[src/rtl/core/cspm_pkg.sv]
// ----------------------------------------------------------------------------
// cspm_pkg
// Shared types and constants for the PI clock servo with median pre-filter.
// ----------------------------------------------------------------------------
package cspm_pkg;

  localparam int CFG_IDX_W  = 2;
  localparam int CFG_DATA_W = 31;

  // configuration register indexes
  localparam logic [CFG_IDX_W-1:0] CFG_STEP_THRESHOLD = 2'd0;
  localparam logic [CFG_IDX_W-1:0] CFG_MAX_INTEGRAL   = 2'd1;
  localparam logic [CFG_IDX_W-1:0] CFG_PROP_SHIFT     = 2'd2;
  localparam logic [CFG_IDX_W-1:0] CFG_INTEG_SHIFT    = 2'd3;

  // register values after reset
  localparam logic [30:0] RST_STEP_THRESHOLD = 31'd100000000;
  localparam logic [29:0] RST_MAX_INTEGRAL   = 30'd100000;
  localparam logic [4:0]  RST_PROP_SHIFT     = 5'd2;
  localparam logic [4:0]  RST_INTEG_SHIFT    = 5'd7;

  localparam logic ACTION_SLEW = 1'b0;
  localparam logic ACTION_STEP = 1'b1;

  typedef enum logic [3:0] {
    ST_IDLE,
    ST_CHECK,
    ST_RM,
    ST_INS_START,
    ST_INS,
    ST_MED,
    ST_MUL,
    ST_ACC,
    ST_DONE
  } state_t;

  typedef struct packed {
    logic capture;
    logic decide;
    logic rm_scan;
    logic ins_start;
    logic ins_scan;
    logic med_read;
    logic mul;
    logic acc;
    logic load_out;
  } cmd_t;

  typedef struct packed {
    logic step;
    logic full;
    logic rm_done;
    logic ins_done;
  } sts_t;

endpackage

[src/rtl/core/cspm_ram.sv]
// ----------------------------------------------------------------------------
// cspm_ram
// Generic single-write, single-read RAM with registered read data.
// ----------------------------------------------------------------------------
module cspm_ram #(
  parameter int WIDTH = 32,
  parameter int DEPTH = 8,
  parameter int AW    = (DEPTH > 1) ? $clog2(DEPTH) : 1
) (
  input  logic             clk,
  input  logic             we,
  input  logic [AW-1:0]    waddr,
  input  logic [WIDTH-1:0] wdata,
  input  logic [AW-1:0]    raddr,
  output logic [WIDTH-1:0] rdata
);

  logic [WIDTH-1:0] mem [DEPTH];

  always_ff @(posedge clk) begin
    if (we) begin
      mem[waddr] <= wdata;
    end
    rdata <= mem[raddr];
  end

endmodule

[src/rtl/core/cspm_ctrl.sv]
// ----------------------------------------------------------------------------
// cspm_ctrl
// Sequencer: steps one item through check, window update and PI law.
// ----------------------------------------------------------------------------
module cspm_ctrl (
  input  logic           clk,
  input  logic           rst,
  input  logic           in_valid,
  output logic           in_ready,
  output logic           out_valid,
  input  logic           out_ready,
  input  cspm_pkg::sts_t sts,
  output cspm_pkg::cmd_t cmd
);

  cspm_pkg::state_t state;
  cspm_pkg::state_t state_next;
  logic             out_free;

  assign out_free = !out_valid || out_ready;

  always_ff @(posedge clk) begin
    if (rst) begin
      state     <= cspm_pkg::ST_IDLE;
      out_valid <= 1'b0;
    end else begin
      state <= state_next;
      if (cmd.load_out) begin
        out_valid <= 1'b1;
      end else if (out_ready) begin
        out_valid <= 1'b0;
      end
    end
  end

  always_comb begin
    state_next = state;
    cmd        = '0;
    in_ready   = 1'b0;
    case (state)
      cspm_pkg::ST_IDLE: begin
        in_ready = 1'b1;
        if (in_valid) begin
          cmd.capture = 1'b1;
          state_next  = cspm_pkg::ST_CHECK;
        end
      end
      cspm_pkg::ST_CHECK: begin
        cmd.decide = 1'b1;
        if (sts.step) begin
          state_next = cspm_pkg::ST_DONE;
        end else if (sts.full) begin
          state_next = cspm_pkg::ST_RM;
        end else begin
          state_next = cspm_pkg::ST_INS_START;
        end
      end
      cspm_pkg::ST_RM: begin
        cmd.rm_scan = 1'b1;
        if (sts.rm_done) begin
          state_next = cspm_pkg::ST_INS_START;
        end
      end
      cspm_pkg::ST_INS_START: begin
        cmd.ins_start = 1'b1;
        state_next    = cspm_pkg::ST_INS;
      end
      cspm_pkg::ST_INS: begin
        cmd.ins_scan = 1'b1;
        if (sts.ins_done) begin
          state_next = cspm_pkg::ST_MED;
        end
      end
      cspm_pkg::ST_MED: begin
        cmd.med_read = 1'b1;
        state_next   = cspm_pkg::ST_MUL;
      end
      cspm_pkg::ST_MUL: begin
        cmd.mul    = 1'b1;
        state_next = cspm_pkg::ST_ACC;
      end
      cspm_pkg::ST_ACC: begin
        cmd.acc    = 1'b1;
        state_next = cspm_pkg::ST_DONE;
      end
      cspm_pkg::ST_DONE: begin
        if (out_free) begin
          cmd.load_out = 1'b1;
          state_next   = cspm_pkg::ST_IDLE;
        end
      end
      default: begin
        state_next = cspm_pkg::ST_IDLE;
      end
    endcase
  end

endmodule

[src/rtl/core/cspm_dp.sv]
// ----------------------------------------------------------------------------
// cspm_dp
// Datapath: step check, median window in two RAMs, PI law and output register.
// ----------------------------------------------------------------------------
module cspm_dp #(
  parameter int WINDOW = 8
) (
  input  logic                              clk,
  input  logic                              rst,
  input  cspm_pkg::cmd_t                    cmd,
  output cspm_pkg::sts_t                    sts,
  input  logic                              cfg_we,
  input  logic [cspm_pkg::CFG_IDX_W-1:0]    cfg_idx,
  input  logic [cspm_pkg::CFG_DATA_W-1:0]   cfg_wdata,
  input  logic signed [63:0]                meas_offset,
  input  logic [15:0]                       interval_mult,
  output logic                              action,
  output logic signed [63:0]                step_amount,
  output logic signed [31:0]                freq_adj_ppb
);

  localparam int AW = (WINDOW > 1) ? $clog2(WINDOW) : 1;
  localparam int CW = $clog2(WINDOW + 1);
  localparam int IW = AW + 1;

  // configuration
  logic [30:0] thr;
  logic [29:0] max_int;
  logic [4:0]  prop_sh;
  logic [4:0]  integ_sh;

  // item and state
  logic [63:0]        off;
  logic [15:0]        ivl;
  logic               step_flag;
  logic [CW-1:0]      count;
  logic [AW-1:0]      wp;
  logic signed [31:0] integral;

  // scan control
  logic [IW-1:0]      rd;
  logic               rvld;
  logic [AW-1:0]      di;
  logic               found;
  logic [IW-1:0]      rk;
  logic               ivld;
  logic [AW-1:0]      dk;

  // arithmetic
  logic signed [31:0] p;
  logic signed [48:0] prod;

  // RAM ports
  logic               s_we;
  logic [AW-1:0]      s_waddr;
  logic [31:0]        s_wdata;
  logic [AW-1:0]      s_raddr;
  logic [31:0]        srd;
  logic [31:0]        old;

  logic [63:0]        mag;
  logic               step;
  logic [31:0]        x;
  logic [CW-1:0]      c;
  logic [CW-1:0]      c1;
  logic [AW-1:0]      med_idx;
  logic               gt;
  logic signed [31:0] mi;
  logic signed [49:0] sum;
  logic signed [49:0] lim;
  logic signed [32:0] total;
  logic signed [31:0] sat;

  assign x       = off[31:0];
  assign mag     = off[63] ? (64'd0 - off) : off;
  assign step    = mag > {33'd0, thr};
  assign c       = (count == CW'(WINDOW)) ? CW'(WINDOW - 1) : count;
  assign c1      = c + CW'(1);
  assign med_idx = AW'(c1 >> 1);
  assign gt      = $signed(srd) > $signed(x);
  assign mi      = $signed(srd);
  assign sum     = 50'(integral) + 50'(prod);
  assign lim     = $signed({20'd0, max_int});
  assign total   = 33'(p) + 33'(integral);

  always_comb begin
    if (total > 33'sd2147483647) begin
      sat = 32'sh7fffffff;
    end else if (total < -33'sd2147483648) begin
      sat = 32'sh80000000;
    end else begin
      sat = 32'(total);
    end
  end

  assign sts.step     = step;
  assign sts.full     = (count == CW'(WINDOW));
  assign sts.rm_done  = cmd.rm_scan && rvld && (di == AW'(WINDOW - 1));
  assign sts.ins_done = cmd.ins_scan && ((ivld && !gt) || (!ivld && rk[IW-1]));

  // sorted window port selection
  always_comb begin
    s_we    = 1'b0;
    s_waddr = '0;
    s_wdata = x;
    if (cmd.rm_scan) begin
      s_raddr = rd[AW-1:0];
      if (rvld && found) begin
        s_we    = 1'b1;
        s_waddr = di - AW'(1);
        s_wdata = srd;
      end
    end else if (cmd.ins_scan) begin
      s_raddr = rk[AW-1:0];
      if (ivld) begin
        s_we    = 1'b1;
        s_waddr = dk + AW'(1);
        s_wdata = gt ? srd : x;
      end else if (rk[IW-1]) begin
        // everything shifted up, new value lands at the bottom
        s_we = 1'b1;
      end
    end else begin
      s_raddr = med_idx;
    end
  end

  cspm_ram #(.WIDTH(32), .DEPTH(WINDOW)) u_sorted (
    .clk   (clk),
    .we    (s_we),
    .waddr (s_waddr),
    .wdata (s_wdata),
    .raddr (s_raddr),
    .rdata (srd)
  );

  cspm_ram #(.WIDTH(32), .DEPTH(WINDOW)) u_ring (
    .clk   (clk),
    .we    (cmd.med_read),
    .waddr (wp),
    .wdata (x),
    .raddr (wp),
    .rdata (old)
  );

  // configuration registers
  always_ff @(posedge clk) begin
    if (rst) begin
      thr      <= cspm_pkg::RST_STEP_THRESHOLD;
      max_int  <= cspm_pkg::RST_MAX_INTEGRAL;
      prop_sh  <= cspm_pkg::RST_PROP_SHIFT;
      integ_sh <= cspm_pkg::RST_INTEG_SHIFT;
    end else if (cfg_we) begin
      case (cfg_idx)
        cspm_pkg::CFG_STEP_THRESHOLD: thr      <= cfg_wdata[30:0];
        cspm_pkg::CFG_MAX_INTEGRAL:   max_int  <= cfg_wdata[29:0];
        cspm_pkg::CFG_PROP_SHIFT:     prop_sh  <= cfg_wdata[4:0];
        cspm_pkg::CFG_INTEG_SHIFT:    integ_sh <= cfg_wdata[4:0];
        default: begin
        end
      endcase
    end
  end

  // servo state
  always_ff @(posedge clk) begin
    if (rst) begin
      count    <= '0;
      wp       <= '0;
      integral <= '0;
    end else begin
      if (cmd.decide && step) begin
        count    <= '0;
        wp       <= '0;
        integral <= '0;
      end
      if (cmd.med_read) begin
        count <= c1;
        wp    <= (wp == AW'(WINDOW - 1)) ? '0 : wp + AW'(1);
      end
      if (cmd.acc) begin
        if (sum > lim) begin
          integral <= 32'(lim);
        end else if (sum < -lim) begin
          integral <= 32'(-lim);
        end else begin
          integral <= 32'(sum);
        end
      end
    end
  end

  // item capture, scans and arithmetic
  always_ff @(posedge clk) begin
    if (cmd.capture) begin
      off <= meas_offset;
      ivl <= interval_mult;
    end
    if (cmd.decide) begin
      step_flag <= step;
      rd        <= '0;
      rvld      <= 1'b0;
      found     <= 1'b0;
    end
    if (cmd.rm_scan) begin
      rvld <= (rd < IW'(WINDOW));
      di   <= rd[AW-1:0];
      if (rd < IW'(WINDOW)) begin
        rd <= rd + IW'(1);
      end
      // first copy of the oldest sample is dropped, later entries slide down
      if (rvld && !found && (srd == old)) begin
        found <= 1'b1;
      end
    end
    if (cmd.ins_start) begin
      rk   <= IW'(c) - IW'(1);
      ivld <= 1'b0;
    end
    if (cmd.ins_scan) begin
      ivld <= !rk[IW-1];
      dk   <= rk[AW-1:0];
      if (!rk[IW-1]) begin
        rk <= rk - IW'(1);
      end
    end
    if (cmd.mul) begin
      p    <= mi >>> prop_sh;
      prod <= 49'(mi >>> integ_sh) * 49'($signed({1'b0, ivl}));
    end
    if (cmd.load_out) begin
      action       <= step_flag ? cspm_pkg::ACTION_STEP : cspm_pkg::ACTION_SLEW;
      step_amount  <= step_flag ? $signed(off) : 64'sd0;
      freq_adj_ppb <= step_flag ? 32'sd0 : sat;
    end
  end

endmodule

[src/rtl/core/clock_servo_pi_median_core.sv]
// ----------------------------------------------------------------------------
// clock_servo_pi_median_core
// PI clock servo with a sliding median pre-filter over the offset samples.
// ----------------------------------------------------------------------------
// Input channel (in_valid/in_ready) carries one offset measurement and its
// update interval; output channel (out_valid/out_ready) returns one result
// per item: a step order with the full offset, or a slew with a ppb value.
// Items are handled one at a time. An offset above the step threshold
// skips the window and the PI law. A slew item walks the sorted window
// in RAM one entry per cycle through the single read port: only the
// insertion pass while the window fills, and a drop pass for the oldest
// sample before it once the window is full. The result sits in an output
// register; in_ready returns the cycle after it is loaded, so a new item
// is taken while the receiver stalls. A second finished result waits in
// the sequencer until the register frees up. Reset restores the register
// defaults and clears integral, sample count and ring pointer; the window
// RAMs are not cleared and need no clearing. Configuration writes take
// effect at once. The user must make them while idle; no check enforces it.
// ----------------------------------------------------------------------------
module clock_servo_pi_median_core #(
  parameter int WINDOW = 8
) (
  input  logic                            clk,
  input  logic                            rst,
  input  logic                            in_valid,
  output logic                            in_ready,
  input  logic signed [63:0]              meas_offset,
  input  logic [15:0]                     interval_mult,
  output logic                            out_valid,
  input  logic                            out_ready,
  output logic                            action,
  output logic signed [63:0]              step_amount,
  output logic signed [31:0]              freq_adj_ppb,
  input  logic                            cfg_we,
  input  logic [cspm_pkg::CFG_IDX_W-1:0]  cfg_idx,
  input  logic [cspm_pkg::CFG_DATA_W-1:0] cfg_wdata
);

  cspm_pkg::cmd_t cmd;
  cspm_pkg::sts_t sts;

  cspm_ctrl u_ctrl (
    .clk       (clk),
    .rst       (rst),
    .in_valid  (in_valid),
    .in_ready  (in_ready),
    .out_valid (out_valid),
    .out_ready (out_ready),
    .sts       (sts),
    .cmd       (cmd)
  );

  cspm_dp #(.WINDOW(WINDOW)) u_dp (
    .clk           (clk),
    .rst           (rst),
    .cmd           (cmd),
    .sts           (sts),
    .cfg_we        (cfg_we),
    .cfg_idx       (cfg_idx),
    .cfg_wdata     (cfg_wdata),
    .meas_offset   (meas_offset),
    .interval_mult (interval_mult),
    .action        (action),
    .step_amount   (step_amount),
    .freq_adj_ppb  (freq_adj_ppb)
  );

`ifndef ASSERT_OFF
  // one item in flight: ready drops right after an accept
  a_one_item: assert property (@(posedge clk) disable iff (rst)
    in_valid && in_ready |=> !in_ready)
    else $error("input accepted while an item is in progress");

  a_step_no_freq: assert property (@(posedge clk) disable iff (rst)
    out_valid && (action == cspm_pkg::ACTION_STEP) |-> freq_adj_ppb == 32'sd0)
    else $error("step result carries a frequency adjustment");

  a_slew_no_step: assert property (@(posedge clk) disable iff (rst)
    out_valid && (action == cspm_pkg::ACTION_SLEW) |-> step_amount == 64'sd0)
    else $error("slew result carries a step offset");
`endif

endmodule
[config.mk]
export PLATFORM = sky130hd
export DESIGN_NAME = clock_servo_pi_median_core
export DESIGN_NICKNAME = d
export VERILOG_FILES = /design/src/rtl/core/cspm_pkg.sv /design/src/rtl/core/cspm_ram.sv /design/src/rtl/core/cspm_ctrl.sv /design/src/rtl/core/cspm_dp.sv /design/src/rtl/core/clock_servo_pi_median_core.sv
export SDC_FILE = /design/constraint.sdc
export NUM_CORES = 2
export LEC_CHECK = 0
export ABC_AREA = 0
export BUFFER_PORTS_ARGS = -buffer_cell sky130_fd_sc_hd__buf_2
export CAP_MARGIN = 30
export CORE_UTILIZATION = 58
export CTS_CLUSTER_DIAMETER = 120
export DETAILED_ROUTE_END_ITERATION = 8
export MAX_ROUTING_LAYER = met4
export PLACE_DENSITY = 0.78
export SLEW_MARGIN = 25
export SYNTH_ARGS = -nofsm -noshare
export SYNTH_HDL_FRONTEND = slang
export SYNTH_SLANG_ARGS = --single-unit
[constraint.sdc]
create_clock -name clk -period 8 [get_ports clk]
set_input_delay 0.4 -clock clk [delete_from_list [all_inputs] [get_ports clk]]
set_output_delay 0.4 -clock clk [all_outputs]
set_load 0.02 [all_outputs]
==> results.tsv <==
stage	metric	value	unit
clock_network	Num CTS Buffers	98	
setup_path	WP data arrival	8.54	ns
floorplan	Die X	341.3	um
placed_design	placed cell count	8261	
global_route	most used routing layer	met2	
floorplan	Initial Utilization	0.5847	
global_route	M1 GR Usage	0.4535	
timing	Final Hold Viols	0	
global_route	vias in the first global route	52210	
synth	FF+latch count, synth	967	
global_route	GRT Residual Overflow	0	
min_path	Hold/Removal Path Class	primary input to flop	
floorplan	Row Count	124	
setup_path	cell mode on critical path	fa_1	
placed_design	GP Congestion	0.9964	
clock_network	clk root buf	clkbuf_16	
detailed_routing	via count	52810	
detailed_routing	1st-iter DRT viols	6045	
synth	simple-gate share of the synthesized area	0.1522	
timing	crit share post-route	1.012	
detailed_routing	vias per cell	6.142	
floorplan	Die H	341.3	um
layout	Area Growth Syn to Fin	15.30	%
outcome	failing checks	negative setup slack	
synth	async set-reset flop share out of synthesis	0	
synth	top-count cell post-synth	nand2_1	
synth	Synth Area in Compound Gates	0.1044	
global_route	Total Routing Usage GR	0.3515	
setup_path	worst-path maximum fanout	8	
detailed_routing	routed wire length	200.2	mm
detailed_routing	Wirelength per Cell	23.28	um
floorplan	Die Area	116500	sq um
setup_path	Critical Path Slowest Stage Cell	mux4_2	
synth	area share of the largest cell type after synthesis	0.3504	
layout	Final #Nets	7957	
layout	Reg area	27170	sq um
global_route	global routing usage on met3	0.08006	
timing	Worst-Margin Slew	1.024	ns
setup_path	CP required	8.45	ns
synth	Post-synth top flop	edfxtp_1	
clock_network	Clock Pin Slew Worst Setup and Hold Paths	0.06	ns
synth	main combinational cell family by area after synthesis	adder cells	
synth	leading area contributor after synthesis	edfxtp_1	
detailed_routing	DRT antenna net count	0	
global_route	met2 Usage GRT	0.5351	
floorplan	core outline area	114200	sq um
setup_path	reg2reg start	u_dp.integ_sh[1]	
synth	syn avg cell area	10.23	sq um
timing	post-route setup slack	-0.09576	ns
clock_network	Max Root-Sink Buffers	3	
timing	slew margin rel.	0.3172	
timing	Slew Limit Fails	0	
layout	fill count	8373	
timing	Tmin final	8.096	ns
synth	Synth Cell Area	66770	sq um
synth	ranking of synthesized cells by area	edfxtp_1 35%, fa_1 15%, ha_1 6.6%	
synth	cell count after synthesis	6526	
synth	Net Count, Synth	7485	
timing	setup tns final	-0.4088	ns
synth	Post-synth EDFFs	779	
global_route	first-pass GRT wire length	303.9	mm
timing	setup violators final	8	
synth	post-synthesis adder-cell area fraction	0.2128	
synth	most frequent cells after synthesis	914 x nand2_1, 779 x edfxtp_1, 754 x inv_1	
timing	RSZ-0062 raised after global routing	yes	
job	MaxCap Viol Count	0	
setup_path	crit end category	flop	
outcome	status	finished with violations	
clock_network	H-tree depth	3	
clock_network	clock sink count	967	
layout	layout cell share with drive strength beyond 1	0.1481	
setup_path	crit path from	u_dp.integ_sh[1]	
placed_design	Detailed Place HPWL	140.6	mm
synth	Synth Warn #	0	
placed_design	DP Area	71390	sq um
clock_network	Clock Latency Late Sink	0.72	ns
layout	Design Area, Final	76980	sq um
setup_path	Setup CP Type	flop to flop	
layout	Multi-input gate area	36270	sq um
setup_path	CP startpoint kind	flop	
global_route	initial antenna violation count	4	
synth	mux share of post-synthesis cell area	0.03551	
floorplan	IO Count	217	
setup_path	CP peak stage delay	0.56	ns
synth	XOR/XNOR share of the synthesized area	0.02663	
timing	Setup Skew	0.04879	ns
clock_network	CTS tree	done	
layout	Final Non-Filler Cells	8599	
synth	Distinct cells, synth	89	
global_route	largest net degree at the start of global routing	87	
placed_design	Port Buf Inserts	216	
detailed_routing	TritonRoute pass-1 iters	6	
synth	post-synthesis sequential area ratio	0.4067	
min_path	hold_sp	cfg_wdata[18]	
timing	Achievable Freq	123.5	MHz
detailed_routing	DRC violations left	0	
[sequential cells by signal (all words and copies together), names as in the netlist, 5 cells and up]
register,flops
u_dp.u_ring.mem,256
u_dp.u_sorted.mem,256
u_dp.off,64
u_dp.step_amount,64
u_dp.prod,49
u_dp.freq_adj_ppb,32
u_dp.integral,32
u_dp.p,32
u_dp.u_ring.rdata,32
u_dp.u_sorted.rdata,32
u_dp.thr,31
u_dp.max_int,30
u_dp.ivl,16
u_dp.integ_sh,5
u_dp.prop_sh,5
[layer usage]
| metal | share of wire | vias to the layer above |
|---|---|---|
| met1 | 0.38 | 25760 |
| met4 | 0.048 | 0 |
| met3 | 0.12 | 583 |
| met5 | 0 | - |
| li1 | - | 23360 |
| met2 | 0.45 | 3109 |
[kinds of logic after synthesis]
logic type	after synthesis
simple gates	2141
buf+inv	1093
compound gates	1087
flops	967
fa+ha+maj	841
xor+xnor	203
mux	194
[worst max-delay path, delay by kind of cell (launching register included)]
family | cells | cell delay [ns]
multiplexers | 3 | 1.20
AND/OR/NAND/NOR | 3 | 0.33
adder cells (fa/ha/maj) | 7 | 3.22
flip-flops | 1 | 0.37
AO/OA/AOI/OAI | 10 | 1.90
buffers and inverters | 6 | 0.65
XOR/XNOR | 1 | 0.13
[stage by stage]
step / setup slack [ns] / hold WS, ns / util
6_report: -0.09576 / 0.01819 / 0.6741
4_1_cts: 0.00006839 / 0.0007883 / 0.6695
5_1_grt: -0.2866 / 0.006599 / 0.6741
3_5_place_dp: -0.5792 / 0.4495 / 0.6252
2_1_floorplan: 0.03408 / 0.4163 / -
3_3_place_gp: -0.4303 / 0.4257 / 0.6250
[final timing paths]
path                                to  slack (ns)  depth (start not counted)
hold / removal        u_dp.max_int[18]        0.02                          3
hold reg to reg   u_dp.u_ring.rdata[4]        0.44                          2
setup / recovery         u_dp.prod[47]        -0.1                         30
setup reg to reg         u_dp.prod[47]        -0.1                         30
[cell usage in the layout, fill, tap and decap left out, types with 33 or more instances in the layout]
| cell type | synthesis | layout |
|---|---|---|
| nand2b_1 | 36 | 36 |
| dfxtp_1 | 188 | 184 |
| xor2_1 | 55 | 55 |
| buf_4 | 2 | 337 |
| and2_1 | 277 | 265 |
| a211o_1 | 33 | 33 |
| nand4_1 | 90 | 90 |
| fa_1 | 491 | 479 |
| o21ai_0 | 239 | 197 |
| clkbuf_16 | 0 | 100 |
| nand3_1 | 223 | 223 |
| edfxtp_1 | 779 | 779 |
| dlygate4sd3_1 | 0 | 103 |
| xnor2_1 | 148 | 146 |
| nand2_1 | 914 | 910 |
| a21oi_1 | 288 | 265 |
| ha_1 | 350 | 336 |
| mux2i_1 | 103 | 94 |
| o21ai_1 | 17 | 42 |
| nor3_1 | 95 | 88 |
| a21o_1 | 115 | 114 |
| nor4_1 | 43 | 41 |
| mux2_2 | 63 | 57 |
| buf_2 | 4 | 216 |
| a22oi_1 | 149 | 148 |
| nor2_1 | 277 | 265 |
| inv_1 | 754 | 734 |
| nor2b_1 | 46 | 44 |
[cell type report]
| class | count | area share |
|---|---|---|
| Clock buffer | 127 | 0.03447 |
| Clock inverter | 59 | 0.009801 |
| Antenna cell | 3 | 0.00009752 |
| Tap cell | 1512 | 0.02458 |
| Inverter | 761 | 0.03711 |
| Timing Repair Buffer | 703 | 0.06984 |
| Multi-Input combinational cell | 4467 | 0.4712 |
| Sequential cell | 967 | 0.3529 |
[timing repair]
item / 4_1_cts / 5_1_grt
hold buffers: 103 / 0
gates resized for setup: 117 / 88
pin swaps: 86 / 86
setup endpoints to repair: 22 / 21
hold endpoints to repair: 115 / 0
cloned: 3 / 0
buffers inserted: 23 / 14
Power is not shown: default switching activity piles up to over one toggle a cycle in this logic, so the estimate is an artifact.
